## config.mk

```make
export PLATFORM = sky130hd
export DESIGN_NAME = trial_division_prime_counter_flat
export DESIGN_NICKNAME = d
export VERILOG_FILES = /design/src/hdl/tdpc_pkg.sv /design/src/hdl/tdpc_if.sv /design/src/hdl/tdpc_rem_unit.sv /design/src/hdl/tdpc_seq.sv /design/src/hdl/trial_division_prime_counter.sv /design/src/flat_wrapper.sv
export SDC_FILE = /design/constraint.sdc
export NUM_CORES = 1
export LEC_CHECK = 0
export BUFFER_PORTS_ARGS = -buffer_cell sky130_fd_sc_hd__buf_4
export CAP_MARGIN = 40
export CORE_ASPECT_RATIO = 0.6
export CORE_MARGIN = 1
export CORE_UTILIZATION = 60
export DETAILED_ROUTE_END_ITERATION = 7
export GPL_ROUTABILITY_DRIVEN = 0
export PLACE_DENSITY = 0.8
export SYNTH_ARGS = -nofsm -noshare
export SYNTH_HDL_FRONTEND = slang
export SYNTH_HIERARCHICAL = 1
export SYNTH_SLANG_ARGS = --single-unit
```

## constraint.sdc

```tcl
create_clock -name clk -period 9.15 [get_ports clk]
set_clock_uncertainty 0.2 [all_clocks]
set_input_delay 0.4575 -clock clk [delete_from_list [all_inputs] [get_ports clk]]
set_output_delay 0.4575 -clock clk [all_outputs]
set_load 0.02 [all_outputs]
```

## src/hdl/tdpc_pkg.sv

```systemverilog
// package for the trial-division prime counter
// shared constants and control structs; no dependencies

package tdpc_pkg;

  localparam int VALUE_BITS_DEF = 16;
  localparam int COUNT_BITS_DEF = 16;
  localparam int FIRST_DIVISOR  = 2;

  // status from the remainder unit to the sequencer
  typedef struct packed {
    logic done;
    logic zero;
  } rem_stat_t;

  // finished result from the sequencer to the output stage
  typedef struct packed {
    logic valid;
    logic prime;
    logic last;
  } seq_res_t;

endpackage

```

## src/hdl/tdpc_if.sv

```systemverilog
// valid/ready channel interfaces for the prime counter
// depends on tdpc_pkg for default widths

interface tdpc_in_if #(
  parameter int VALUE_BITS = tdpc_pkg::VALUE_BITS_DEF
);
  logic                  valid;
  logic                  ready;
  logic [VALUE_BITS-1:0] value;
  logic                  last_item;

  modport source (output valid, output value, output last_item, input ready);
  modport sink   (input valid, input value, input last_item, output ready);
endinterface

interface tdpc_out_if #(
  parameter int COUNT_BITS = tdpc_pkg::COUNT_BITS_DEF
);
  logic                  valid;
  logic                  ready;
  logic                  value_is_prime;
  logic [COUNT_BITS-1:0] prime_count;
  logic                  last_item_res;

  modport source (output valid, output value_is_prime, output prime_count,
                  output last_item_res, input ready);
  modport sink   (input valid, input value_is_prime, input prime_count,
                  input last_item_res, output ready);
endinterface

```

## src/hdl/tdpc_rem_unit.sv

```systemverilog
// shared remainder unit: restoring division, one quotient bit per cycle
// depends on tdpc_pkg

module tdpc_rem_unit #(
  parameter int VALUE_BITS = tdpc_pkg::VALUE_BITS_DEF,
  parameter int DIV_BITS   = (VALUE_BITS + 1) / 2 + 1
) (
  input  logic                     clk,
  input  logic                     rst_n,
  input  logic                     start,
  input  logic [VALUE_BITS-1:0]    dividend,
  input  logic [DIV_BITS-1:0]      divisor,
  output tdpc_pkg::rem_stat_t      stat
);
  import tdpc_pkg::*;

  localparam int CNT_BITS = $clog2(VALUE_BITS + 1);

  logic                  busy_r, busy_nxt;
  logic                  done_r, done_nxt;
  logic [CNT_BITS-1:0]   cnt_r, cnt_nxt;
  logic [VALUE_BITS-1:0] sh_r, sh_nxt;
  logic [DIV_BITS-1:0]   rem_r, rem_nxt;
  logic [DIV_BITS-1:0]   dvs_r, dvs_nxt;
  logic [DIV_BITS:0]     trial;

  assign trial = {rem_r, sh_r[VALUE_BITS-1]};

  always_comb begin
    busy_nxt = busy_r;
    done_nxt = 1'b0;
    cnt_nxt  = cnt_r;
    sh_nxt   = sh_r;
    rem_nxt  = rem_r;
    dvs_nxt  = dvs_r;
    if (start) begin
      busy_nxt = 1'b1;
      cnt_nxt  = CNT_BITS'(VALUE_BITS);
      sh_nxt   = dividend;
      rem_nxt  = '0;
      dvs_nxt  = divisor;
    end else if (busy_r) begin
      sh_nxt  = {sh_r[VALUE_BITS-2:0], 1'b0};
      if (trial >= {1'b0, dvs_r}) begin
        rem_nxt = DIV_BITS'(trial - {1'b0, dvs_r});
      end else begin
        rem_nxt = trial[DIV_BITS-1:0];
      end
      cnt_nxt = cnt_r - CNT_BITS'(1);
      if (cnt_r == CNT_BITS'(1)) begin
        busy_nxt = 1'b0;
        done_nxt = 1'b1;
      end
    end
  end

  always_ff @(posedge clk) begin
    if (!rst_n) begin
      busy_r <= 1'b0;
      done_r <= 1'b0;
      cnt_r  <= '0;
    end else begin
      busy_r <= busy_nxt;
      done_r <= done_nxt;
      cnt_r  <= cnt_nxt;
    end
    sh_r  <= sh_nxt;
    rem_r <= rem_nxt;
    dvs_r <= dvs_nxt;
  end

  assign stat.done = done_r;
  assign stat.zero = (rem_r == '0);

endmodule

```

## src/hdl/tdpc_seq.sv

```systemverilog
// divisor sequencer: steps trial divisors and tracks the divisor square
// depends on tdpc_pkg; drives tdpc_rem_unit

module tdpc_seq #(
  parameter int VALUE_BITS = tdpc_pkg::VALUE_BITS_DEF,
  parameter int DIV_BITS   = (VALUE_BITS + 1) / 2 + 1
) (
  input  logic                     clk,
  input  logic                     rst_n,
  input  logic                     start,
  input  logic [VALUE_BITS-1:0]    value,
  input  logic                     last,
  output logic                     ready,
  output logic                     rem_start,
  output logic [VALUE_BITS-1:0]    rem_dividend,
  output logic [DIV_BITS-1:0]      rem_divisor,
  input  tdpc_pkg::rem_stat_t      rem_stat,
  output tdpc_pkg::seq_res_t       res,
  input  logic                     res_take
);
  import tdpc_pkg::*;

  localparam int SQ_BITS = VALUE_BITS + 2;

  typedef enum logic [1:0] {
    S_IDLE,
    S_CHECK,
    S_DIV,
    S_HOLD
  } state_t;

  state_t                state_r, state_nxt;
  logic [VALUE_BITS-1:0] val_r, val_nxt;
  logic                  last_r, last_nxt;
  logic                  prime_r, prime_nxt;
  logic [DIV_BITS-1:0]   d_r, d_nxt;
  logic [SQ_BITS-1:0]    sq_r, sq_nxt;
  logic                  start_r, start_nxt;

  always_comb begin
    state_nxt = state_r;
    val_nxt   = val_r;
    last_nxt  = last_r;
    prime_nxt = prime_r;
    d_nxt     = d_r;
    sq_nxt    = sq_r;
    start_nxt = 1'b0;
    case (state_r)
      S_IDLE: begin
        if (start) begin
          val_nxt  = value;
          last_nxt = last;
          d_nxt    = DIV_BITS'(FIRST_DIVISOR);
          sq_nxt   = SQ_BITS'(FIRST_DIVISOR * FIRST_DIVISOR);
          if (value < VALUE_BITS'(FIRST_DIVISOR)) begin
            prime_nxt = 1'b0;
            state_nxt = S_HOLD;
          end else begin
            state_nxt = S_CHECK;
          end
        end
      end
      S_CHECK: begin
        if (sq_r > SQ_BITS'(val_r)) begin
          prime_nxt = 1'b1;
          state_nxt = S_HOLD;
        end else begin
          start_nxt = 1'b1;
          state_nxt = S_DIV;
        end
      end
      S_DIV: begin
        if (rem_stat.done) begin
          if (rem_stat.zero) begin
            prime_nxt = 1'b0;
            state_nxt = S_HOLD;
          end else begin
            d_nxt     = d_r + DIV_BITS'(1);
            // (d+1)^2 = d^2 + 2d + 1
            sq_nxt    = sq_r + SQ_BITS'({d_r, 1'b1});
            state_nxt = S_CHECK;
          end
        end
      end
      S_HOLD: begin
        if (res_take) begin
          state_nxt = S_IDLE;
        end
      end
      default: state_nxt = S_IDLE;
    endcase
  end

  always_ff @(posedge clk) begin
    if (!rst_n) begin
      state_r <= S_IDLE;
      start_r <= 1'b0;
    end else begin
      state_r <= state_nxt;
      start_r <= start_nxt;
    end
    val_r   <= val_nxt;
    last_r  <= last_nxt;
    prime_r <= prime_nxt;
    d_r     <= d_nxt;
    sq_r    <= sq_nxt;
  end

  assign ready        = (state_r == S_IDLE);
  assign rem_start    = start_r;
  assign rem_dividend = val_r;
  assign rem_divisor  = d_r;
  assign res.valid    = (state_r == S_HOLD);
  assign res.prime    = prime_r;
  assign res.last     = last_r;

endmodule

```

## src/hdl/trial_division_prime_counter.sv

```systemverilog
// Trial-division prime counter. Each input item is one unsigned value with a
// last-of-set marker; each gives one result item: a prime flag, the count of
// primes in the set so far (including this value, saturating at all ones)
// and a copy of the marker. The count clears after the last item of a set.
// One item is worked at a time and the input is not ready meanwhile. Values
// below 2 go straight to the result; otherwise each trial divisor, from 2 up
// to the smallest factor or up to floor(sqrt(value)), is tried in the shared
// one-bit-per-cycle remainder unit, followed by the final bound check and
// the hand-off to the output register. A finished result waits in an output
// register while the next item is accepted; a second finished result waits
// in the sequencer, with the input held off, until that register empties.
// Depends on tdpc_pkg, tdpc_if, tdpc_seq and tdpc_rem_unit.

module trial_division_prime_counter #(
  parameter int VALUE_BITS = tdpc_pkg::VALUE_BITS_DEF,
  parameter int COUNT_BITS = tdpc_pkg::COUNT_BITS_DEF
) (
  input  logic        clk,
  input  logic        rst_n,
  tdpc_in_if.sink     in_ch,
  tdpc_out_if.source  out_ch
);
  import tdpc_pkg::*;

  localparam int DIV_BITS = (VALUE_BITS + 1) / 2 + 1;

  logic                  seq_ready;
  logic                  rem_start;
  logic [VALUE_BITS-1:0] rem_dividend;
  logic [DIV_BITS-1:0]   rem_divisor;
  rem_stat_t             rem_stat;
  seq_res_t              res;
  logic                  res_take;

  logic                  out_valid_r, out_valid_nxt;
  logic                  out_prime_r, out_prime_nxt;
  logic [COUNT_BITS-1:0] out_count_r, out_count_nxt;
  logic                  out_last_r, out_last_nxt;
  logic [COUNT_BITS-1:0] cnt_r, cnt_nxt;
  logic [COUNT_BITS-1:0] cnt_inc;

  tdpc_seq #(
    .VALUE_BITS (VALUE_BITS),
    .DIV_BITS   (DIV_BITS)
  ) u_seq (
    .clk          (clk),
    .rst_n        (rst_n),
    .start        (in_ch.valid && seq_ready),
    .value        (in_ch.value),
    .last         (in_ch.last_item),
    .ready        (seq_ready),
    .rem_start    (rem_start),
    .rem_dividend (rem_dividend),
    .rem_divisor  (rem_divisor),
    .rem_stat     (rem_stat),
    .res          (res),
    .res_take     (res_take)
  );

  tdpc_rem_unit #(
    .VALUE_BITS (VALUE_BITS),
    .DIV_BITS   (DIV_BITS)
  ) u_rem (
    .clk      (clk),
    .rst_n    (rst_n),
    .start    (rem_start),
    .dividend (rem_dividend),
    .divisor  (rem_divisor),
    .stat     (rem_stat)
  );

  assign in_ch.ready = seq_ready;
  assign res_take    = res.valid && (!out_valid_r || out_ch.ready);

  // saturating increment
  assign cnt_inc = (res.prime && (cnt_r != '1)) ? cnt_r + COUNT_BITS'(1) : cnt_r;

  always_comb begin
    out_valid_nxt = out_valid_r;
    out_prime_nxt = out_prime_r;
    out_count_nxt = out_count_r;
    out_last_nxt  = out_last_r;
    cnt_nxt       = cnt_r;
    if (out_valid_r && out_ch.ready) begin
      out_valid_nxt = 1'b0;
    end
    if (res_take) begin
      out_valid_nxt = 1'b1;
      out_prime_nxt = res.prime;
      out_count_nxt = cnt_inc;
      out_last_nxt  = res.last;
      cnt_nxt       = res.last ? '0 : cnt_inc;
    end
  end

  always_ff @(posedge clk) begin
    if (!rst_n) begin
      out_valid_r <= 1'b0;
      cnt_r       <= '0;
    end else begin
      out_valid_r <= out_valid_nxt;
      cnt_r       <= cnt_nxt;
    end
    out_prime_r <= out_prime_nxt;
    out_count_r <= out_count_nxt;
    out_last_r  <= out_last_nxt;
  end

  assign out_ch.valid          = out_valid_r;
  assign out_ch.value_is_prime = out_prime_r;
  assign out_ch.prime_count    = out_count_r;
  assign out_ch.last_item_res  = out_last_r;

endmodule

```

## src/flat_wrapper.sv

```systemverilog
// flat-port wrapper written by rule: the top's interface ports become plain ports
module trial_division_prime_counter_flat import tdpc_pkg::*;
#(
  parameter int VALUE_BITS = tdpc_pkg::VALUE_BITS_DEF,
  parameter int COUNT_BITS = tdpc_pkg::COUNT_BITS_DEF
)
  (clk, rst_n, in_ch_valid, in_ch_value, in_ch_last_item, in_ch_ready, out_ch_valid, out_ch_value_is_prime, out_ch_prime_count, out_ch_last_item_res, out_ch_ready);
  tdpc_in_if #(.VALUE_BITS(VALUE_BITS)) in_ch_i ();
  tdpc_out_if #(.COUNT_BITS(COUNT_BITS)) out_ch_i ();
  input  logic clk;
  input  logic rst_n;
  input wire logic [$bits(in_ch_i.valid)-1:0] in_ch_valid;
  input wire logic [$bits(in_ch_i.value)-1:0] in_ch_value;
  input wire logic [$bits(in_ch_i.last_item)-1:0] in_ch_last_item;
  output wire logic [$bits(in_ch_i.ready)-1:0] in_ch_ready;
  output wire logic [$bits(out_ch_i.valid)-1:0] out_ch_valid;
  output wire logic [$bits(out_ch_i.value_is_prime)-1:0] out_ch_value_is_prime;
  output wire logic [$bits(out_ch_i.prime_count)-1:0] out_ch_prime_count;
  output wire logic [$bits(out_ch_i.last_item_res)-1:0] out_ch_last_item_res;
  input wire logic [$bits(out_ch_i.ready)-1:0] out_ch_ready;
  assign in_ch_i.valid = in_ch_valid;
  assign in_ch_i.value = in_ch_value;
  assign in_ch_i.last_item = in_ch_last_item;
  assign in_ch_ready = in_ch_i.ready;
  assign out_ch_valid = out_ch_i.valid;
  assign out_ch_value_is_prime = out_ch_i.value_is_prime;
  assign out_ch_prime_count = out_ch_i.prime_count;
  assign out_ch_last_item_res = out_ch_i.last_item_res;
  assign out_ch_i.ready = out_ch_ready;
  trial_division_prime_counter #(.VALUE_BITS(VALUE_BITS), .COUNT_BITS(COUNT_BITS)) u_core (.clk(clk), .rst_n(rst_n), .in_ch(in_ch_i), .out_ch(out_ch_i));
endmodule
```

==> results.yml, run 1 <==
setup_path:
  startpoint_type: "flip-flop"
  cpPeakStageDelay_ns: 0.48
  r2r-end: "u_core/u_seq/sq_r[15]"
  path_delay_family: "compound AO/OA/AOI/OAI gates"
  critical_path.slowest_cell: "edfxtp_1"
  path_buf_inv: 0
  worstSetupPathType: "flip-flop to flip-flop"
  path_cells: "ha_1, a211oi_2, o21ai_1, or3_4, a221oi_4, mux2i_1, nand3_1"
  rr_worst_depth: 7
  crit_required_ns: 9.11
  reg2reg_slack_ns: 6.36
  r2r-start: "u_core/u_seq/rem_divisor[0]"
  arrival_ns: 2.76
  end_kind: "flip-flop"
  crit_fanout: 8
logic_synthesis:
  yosysSeqAreaShare_pct: 48.5
  synth_nets: 693
  yosys.area.top_type_share_pct: 38.1
  synth_seq_cells: 124
  synth.most_common_cell: "edfxtp_1"
  syn_area_um2: 6930
  synth_enable_flop_cells: 88
  yosysWarningCount: 6
  async_flop_share_pct: 0
  synth_area_leaders: "edfxtp_1 38%, dfxtp_1 10%, ha_1 6.9%, mux2_2 2.8%, inv_1 2.4%"
  yosysTopAreaCell: "edfxtp_1"
  synth.distinct_cells: 76
  synthTopCellsByCount: "88 x edfxtp_1, 44 x inv_1, 40 x nor2_1, 38 x ha_1, 36 x dfxtp_1"
  syn_inst: 632
  synth_area_per_cell_um2: 11.0
  synthFlopType: "edfxtp_1"
global_route:
  grt_pass1_wl_um: 26600
  grt_util_all_layers_pct: 29.2
  gr-total-overflow: 0
  grt_antenna_before_repair: 0
  grt_max_degree: 29
  first_global_vias: 5111
clocking:
  cts_buffers: 17
  clock_latency_ns: 0.42
  cts.repair.resized: 0
  cts_root_buffer: "clkbuf_16"
  clock-sinks: 124
  cts_buffer_depth: 2
  clk_pin_slew_worst_paths_ns: 0.06
  cts_tree: "done"
  htree_num_levels: 4
sta:
  fin_crit_sh_pct: 30.5
  slew_viol_final: 0
  period_minus_slack_ns: 2.79
  rsz0062_at_grt: "no"
  max_freq_mhz: 358
  setup_viol: 0
  hold_viol_final: 0
  worst_pin_slew_ns: 0.954
  tns_ns: 0
  slew_headroom_pct: 36.4
hold_path:
  hp-start: "in_ch_value[2]"
  hold_depth: 1
  hold_end: "u_core/u_seq/rem_dividend[2]"
  hp-class: "input port to flip-flop"
floorplan:
  die_w_um: 141
  row_count: 29
  core-area_um2: 10900
  die_h_um: 85.2
  die_area_um2: 12000
  initial_core_util_pct: 63.7
  io_pins: 41
route:
  avgRoutedWirePerCell_um: 19.9
  num_vias: 5350
  final_antenna_net_count: 0
  drt-initial-drc-count: 512
  first_pass_iters: 5
  routed_wl_um: 16500
  avgViaCountPerCell: 6.44
  drcViolationCount: 0
cells_and_area:
  fillers: 743
  post-route-util_pct: 73.2
  final_nets: 740
  drive_gt1_share_pct: 17.2
  seqCellArea_um2: 3360
  instances_no_fill: 831
  multi_input_area_um2: 3290
  area_growth_pct: 15.0
  num_antenna_cells: 0
run:
  max_cap_violations: 0
placement:
  dp.cells: 798
  port_buffers: 40
  dp_hpwl_um: 11800
pwr:
  max-vdd-ir-drop_uv: 191
  leakage_nw: 3.12
  powerDensity_nw_per_um2: 300
outcome:
  status: "completed"
## stage by stage
| stage | worst slack (ns) | area (µm²) | power [mW] | hold WS (ns) |
|---|---|---|---|---|
| floorplan | 5.30 | 6930 | 1.47 | 0.267 |
| global placement | 6.47 | 7320 | 1.63 | 0.280 |
| detailed placement | 6.42 | 7360 | 1.69 | 0.323 |
| CTS | 6.41 | 7960 | 2.38 | 0.000973 |
| global route | 6.21 | 7970 | 2.51 | 0.0104 |
| finish | 6.36 | 7970 | 2.39 | 0.0285 |
## repair_timing
item	in CTS	in global routing
hold buffers	0	1
buffers inserted	0	0
hold endpoints to repair	0	1
## cell families (layout without fill, tap and decap cells)
| logic type | after synthesis | in the layout | share of synthesized area (%) |
|---|---|---|---|
| compound gates | 131 | 131 | 13.8 |
| flops | 124 | 124 | 48.5 |
| simple gates | 213 | 213 | 17.6 |
| mux | 32 | 32 | 4.93 |
| fa+ha+maj | 40 | 40 | 7.44 |
| xor+xnor | 28 | 28 | 3.54 |
| buf+inv | 64 | 124 | 4.10 |
## cell usage in the layout (no fill, tap or decap), drive strengths merged, types with 7 or more instances in the layout
| cell | Yosys | routed |
|---|---|---|
| a211oi | 14 | 14 |
| a21o | 7 | 7 |
| a21oi | 30 | 30 |
| a31oi | 8 | 8 |
| and2 | 8 | 8 |
| and3 | 10 | 10 |
| and4 | 7 | 7 |
| buf | 9 | 46 |
| clkbuf | 10 | 19 |
| dfxtp | 36 | 36 |
| edfxtp | 88 | 88 |
| ha | 38 | 38 |
| inv | 44 | 52 |
| mux2 | 17 | 17 |
| mux2i | 15 | 15 |
| nand2 | 36 | 36 |
| nand2b | 11 | 11 |
| nand3 | 21 | 21 |
| nand4 | 13 | 13 |
| nor2 | 40 | 40 |
| nor2b | 10 | 10 |
| nor3 | 19 | 19 |
| nor4 | 15 | 15 |
| o211ai | 9 | 9 |
| o21ai | 24 | 24 |
| xnor2 | 11 | 11 |
| xor2 | 17 | 17 |
## cell type report
| type | instances | area share (%) |
|---|---|---|
| Tap cell | 139 | 2.18 |
| Timing Repair Buffer | 47 | 4.65 |
| Clock inverter | 13 | 1.55 |
| Clock buffer | 19 | 5.97 |
| Multi-Input combinational cell | 444 | 41.3 |
| Sequential cell | 124 | 42.2 |
| Inverter | 45 | 2.12 |
## where the power goes
group | internal, mW | leakage [nW] | total, mW | switching, mW
clock network | 0.412 | 0.299 | 0.679 | 0.267
logic | 0.332 | 1.70 | 0.822 | 0.491
registers | 0.760 | 1.12 | 0.891 | 0.131
## state kept, by name, summed over array words and instances (netlist names), 2 cells and up
| signal | cells |
|---|---|
| u_core/u_seq/sq_r | 18 |
| u_core/u_seq/rem_dividend | 16 |
| u_core/u_rem/dvs_r | 9 |
| u_core/u_seq/state_r | 2 |
| u_core/u_rem/cnt_r | 5 |
| u_core/u_rem/sh_r | 16 |
| u_core/u_rem/rem_r | 9 |
| u_core/u_seq/rem_divisor | 9 |
| u_core/out_ch.prime_count | 16 |
| u_core/cnt_r | 16 |
## routing by layer
layer | vias up | track usage (%) | routed length [µm]
met4 | 0 | 8.89 | 163
met5 | - | 0 | 0
li1 | 2499 | - | -
met1 | 2571 | 39.9 | 7190
met2 | 261 | 45.0 | 7450
met3 | 19 | 8.80 | 1740
## worst register-to-register path, delay by kind of cell (launching register included)
| family | cells | cell delay [ns] |
|---|---|---|
| AND/OR/NAND/NOR | 2 | 0.46 |
| multiplexers | 1 | 0.24 |
| adder cells (fa/ha/maj) | 1 | 0.37 |
| flip-flops | 1 | 0.48 |
| AO/OA/AOI/OAI | 3 | 0.79 |
## how the worst max path moves through the flow
stage	endpoint	slack (ns)	depth (start not counted)	from
final	u_core/u_seq/sq_r[15]	6.36	7	u_core/u_seq/rem_divisor[0]
after global routing	u_core/u_seq/sq_r[15]	6.21	7	u_core/u_seq/rem_divisor[0]
after CTS	u_core/u_seq/sq_r[15]	6.41	7	u_core/u_seq/rem_divisor[0]
after detailed placement	u_core/u_seq/sq_r[15]	6.42	7	u_core/u_seq/rem_divisor[0]
after global placement	u_core/u_seq/sq_r[15]	6.47	7	u_core/u_seq/rem_divisor[0]
after floorplan	u_core/u_seq/rem_divisor[0]	5.30	5	u_core/u_seq/state_r[1]
Power figures use the tool's default switching activity.
==> inputs of run 2 (changes only) <==
==> constraint.sdc (replaced) <==
create_clock -name clk -period 2.9 [get_ports clk]
set_clock_uncertainty 0.2 [all_clocks]
set_input_delay 0.145 -clock clk [delete_from_list [all_inputs] [get_ports clk]]
set_output_delay 0.145 -clock clk [all_outputs]
set_load 0.02 [all_outputs]
==> results.yml, run 2 (same netlist as run 1, synthesis figures left out) <==
outcome:
  status: "completed"
setup_path:
  path_delay_family: "compound AO/OA/AOI/OAI gates"
  critical_path.slowest_cell: "edfxtp_1"
  worstSetupPathType: "flip-flop to flip-flop"
  cp-startpoint: "u_core/u_seq/rem_divisor[5]"
  path_buf_inv: 0
  crit_fanout: 8
  path_cells: "ha_1, a21o_2, or3_4, a221oi_4, mux2i_1, nand3_1"
  cpPeakStageDelay_ns: 0.45
  startpoint_type: "flip-flop"
  r2r-start: "u_core/u_seq/rem_divisor[5]"
  crit_required_ns: 2.87
  end_kind: "flip-flop"
  arrival_ns: 2.66
cells_and_area:
  area_growth_pct: 17.9
  largest_reg_flops: 18
  num_antenna_cells: 0
  final_nets: 770
  final_cell_mix: "88 x edfxtp_1, 58 x buf_4, 44 x inv_1, 40 x nor2_1, 38 x ha_1"
  instances_no_fill: 861
  drive_gt1_share_pct: 18.0
  largest_register: "u_core/u_seq/sq_r"
  layout_commonest_cell: "edfxtp_1"
pwr:
  powerDensity_nw_per_um2: 916
  p_seq_share_pct: 37.1
  leakage_nw: 3.21
  power.switching_mw: 2.82
  swShare_pct: 37.7
  power_mw: 7.48
  clock_power_share_pct: 26.3
  p_int_mw: 4.66
  max-vdd-ir-drop_uv: 503
  pwr-share-comb_pct: 36.6
floorplan:
  die_area_um2: 12000
  die_h_um: 85.2
  row_count: 29
  initial_core_util_pct: 63.7
  die_w_um: 141
  core-area_um2: 10900
  io_pins: 41
global_route:
  grt_util_all_layers_pct: 29.5
  grt_max_degree: 39
  gr-total-overflow: 0
  grt_pass1_wl_um: 26700
  grt_antenna_before_repair: 0
  first_global_vias: 5201
hold_path:
  hp-start: "in_ch_value[14]"
  hp-class: "input port to flip-flop"
route:
  first_pass_iters: 5
  routed_wl_um: 16800
  num_vias: 5449
  drcViolationCount: 0
  final_antenna_net_count: 0
  avgRoutedWirePerCell_um: 19.5
  drt-initial-drc-count: 487
  avgViaCountPerCell: 6.33
sta:
  slew_headroom_pct: 32.7
  period_minus_slack_ns: 2.70
  max_freq_mhz: 371
  setup_viol: 0
  hold_viol_final: 0
  rsz0062_at_grt: "no"
  fin_crit_sh_pct: 92.9
  slew_viol_final: 0
  tns_ns: 0
  worst_pin_slew_ns: 1.01
clocking:
  cts_root_buffer: "clkbuf_16"
  htree_num_levels: 4
  clock-sinks: 124
  cts_tree: "done"
  clock_latency_ns: 0.42
  cts.repair.resized: 0
  cts_buffers: 17
  clk_pin_slew_worst_paths_ns: 0.06
  cts_buffer_depth: 2
placement:
  dp.cells: 807
  dp_hpwl_um: 11500
  port_buffers: 40
run:
  max_cap_violations: 0
[run 2: power by group through the flow]
stage	Clock (mW)	Combinational [mW]	Sequential (mW)
2_1_floorplan	0	1.97	2.67
3_3_place_gp	0	2.43	2.77
3_5_place_dp	0	2.56	2.79
4_1_cts	1.98	2.65	2.76
5_1_grt	2.06	2.98	2.81
6_report	1.97	2.74	2.78
[run 2: layout make-up]
class                      count  area, µm²
timing repair buffer          77        626
fill                         724       2720
clock buffer                  19        454
inverter                      45        169
clock inverter                13       86.3
sequential                   124       3360
tap                          139        174
multi-input combinational    444       3290
[run 2: what timing repair did]
item | 4_1_cts | 5_1_grt
hold buffers | 19 | 0
endpoints found under the hold margin | 28 | 0
setup endpoints to repair | 0 | 1
setup buffers | 0 | 3
[run 2: layer usage]
metal | global-route usage, % | part of all wire [%] | up-vias
met5 | 0 | 0 | -
met1 | 41.4 | 45 | 2639
met2 | 44.5 | 45 | 236
met3 | 8.01 | 8.7 | 25
met4 | 9.88 | 1.3 | 0
li1 | - | - | 2549
[run 2: metrics by stage]
stage          instance area [µm²]  hold WS, ns  setup slack, ns  util [%]
2_1_floorplan                 6940       0.0439            0.303         -
3_3_place_gp                  7410        0.127            0.301      68.1
3_5_place_dp                  7410        0.127            0.210      68.1
4_1_cts                       8140        0.226            0.207      74.8
5_1_grt                       8170        0.241           0.0504      75.0
6_report                      8170        0.249            0.205      75.0
[run 2: worst register-to-register path, stage by stage, from the launching register on]
cell and delay, ns:
edfxtp_1 0.45, ha_1 0.40, a21o_2 0.25, or3_4 0.39
a221oi_4 0.44, mux2i_1 0.23, nand3_1 0.08
[run 2: worst paths after layout]
check	end	slack [ns]	cells after the start
setup / recovery	u_core/u_seq/sq_r[15]	0.20	6
hold / removal	u_core/u_seq/rem_dividend[14]	0.25	2
setup reg to reg	u_core/u_seq/sq_r[15]	0.20	6
hold reg to reg	u_core/u_rem/cnt_r[1]	0.31	2
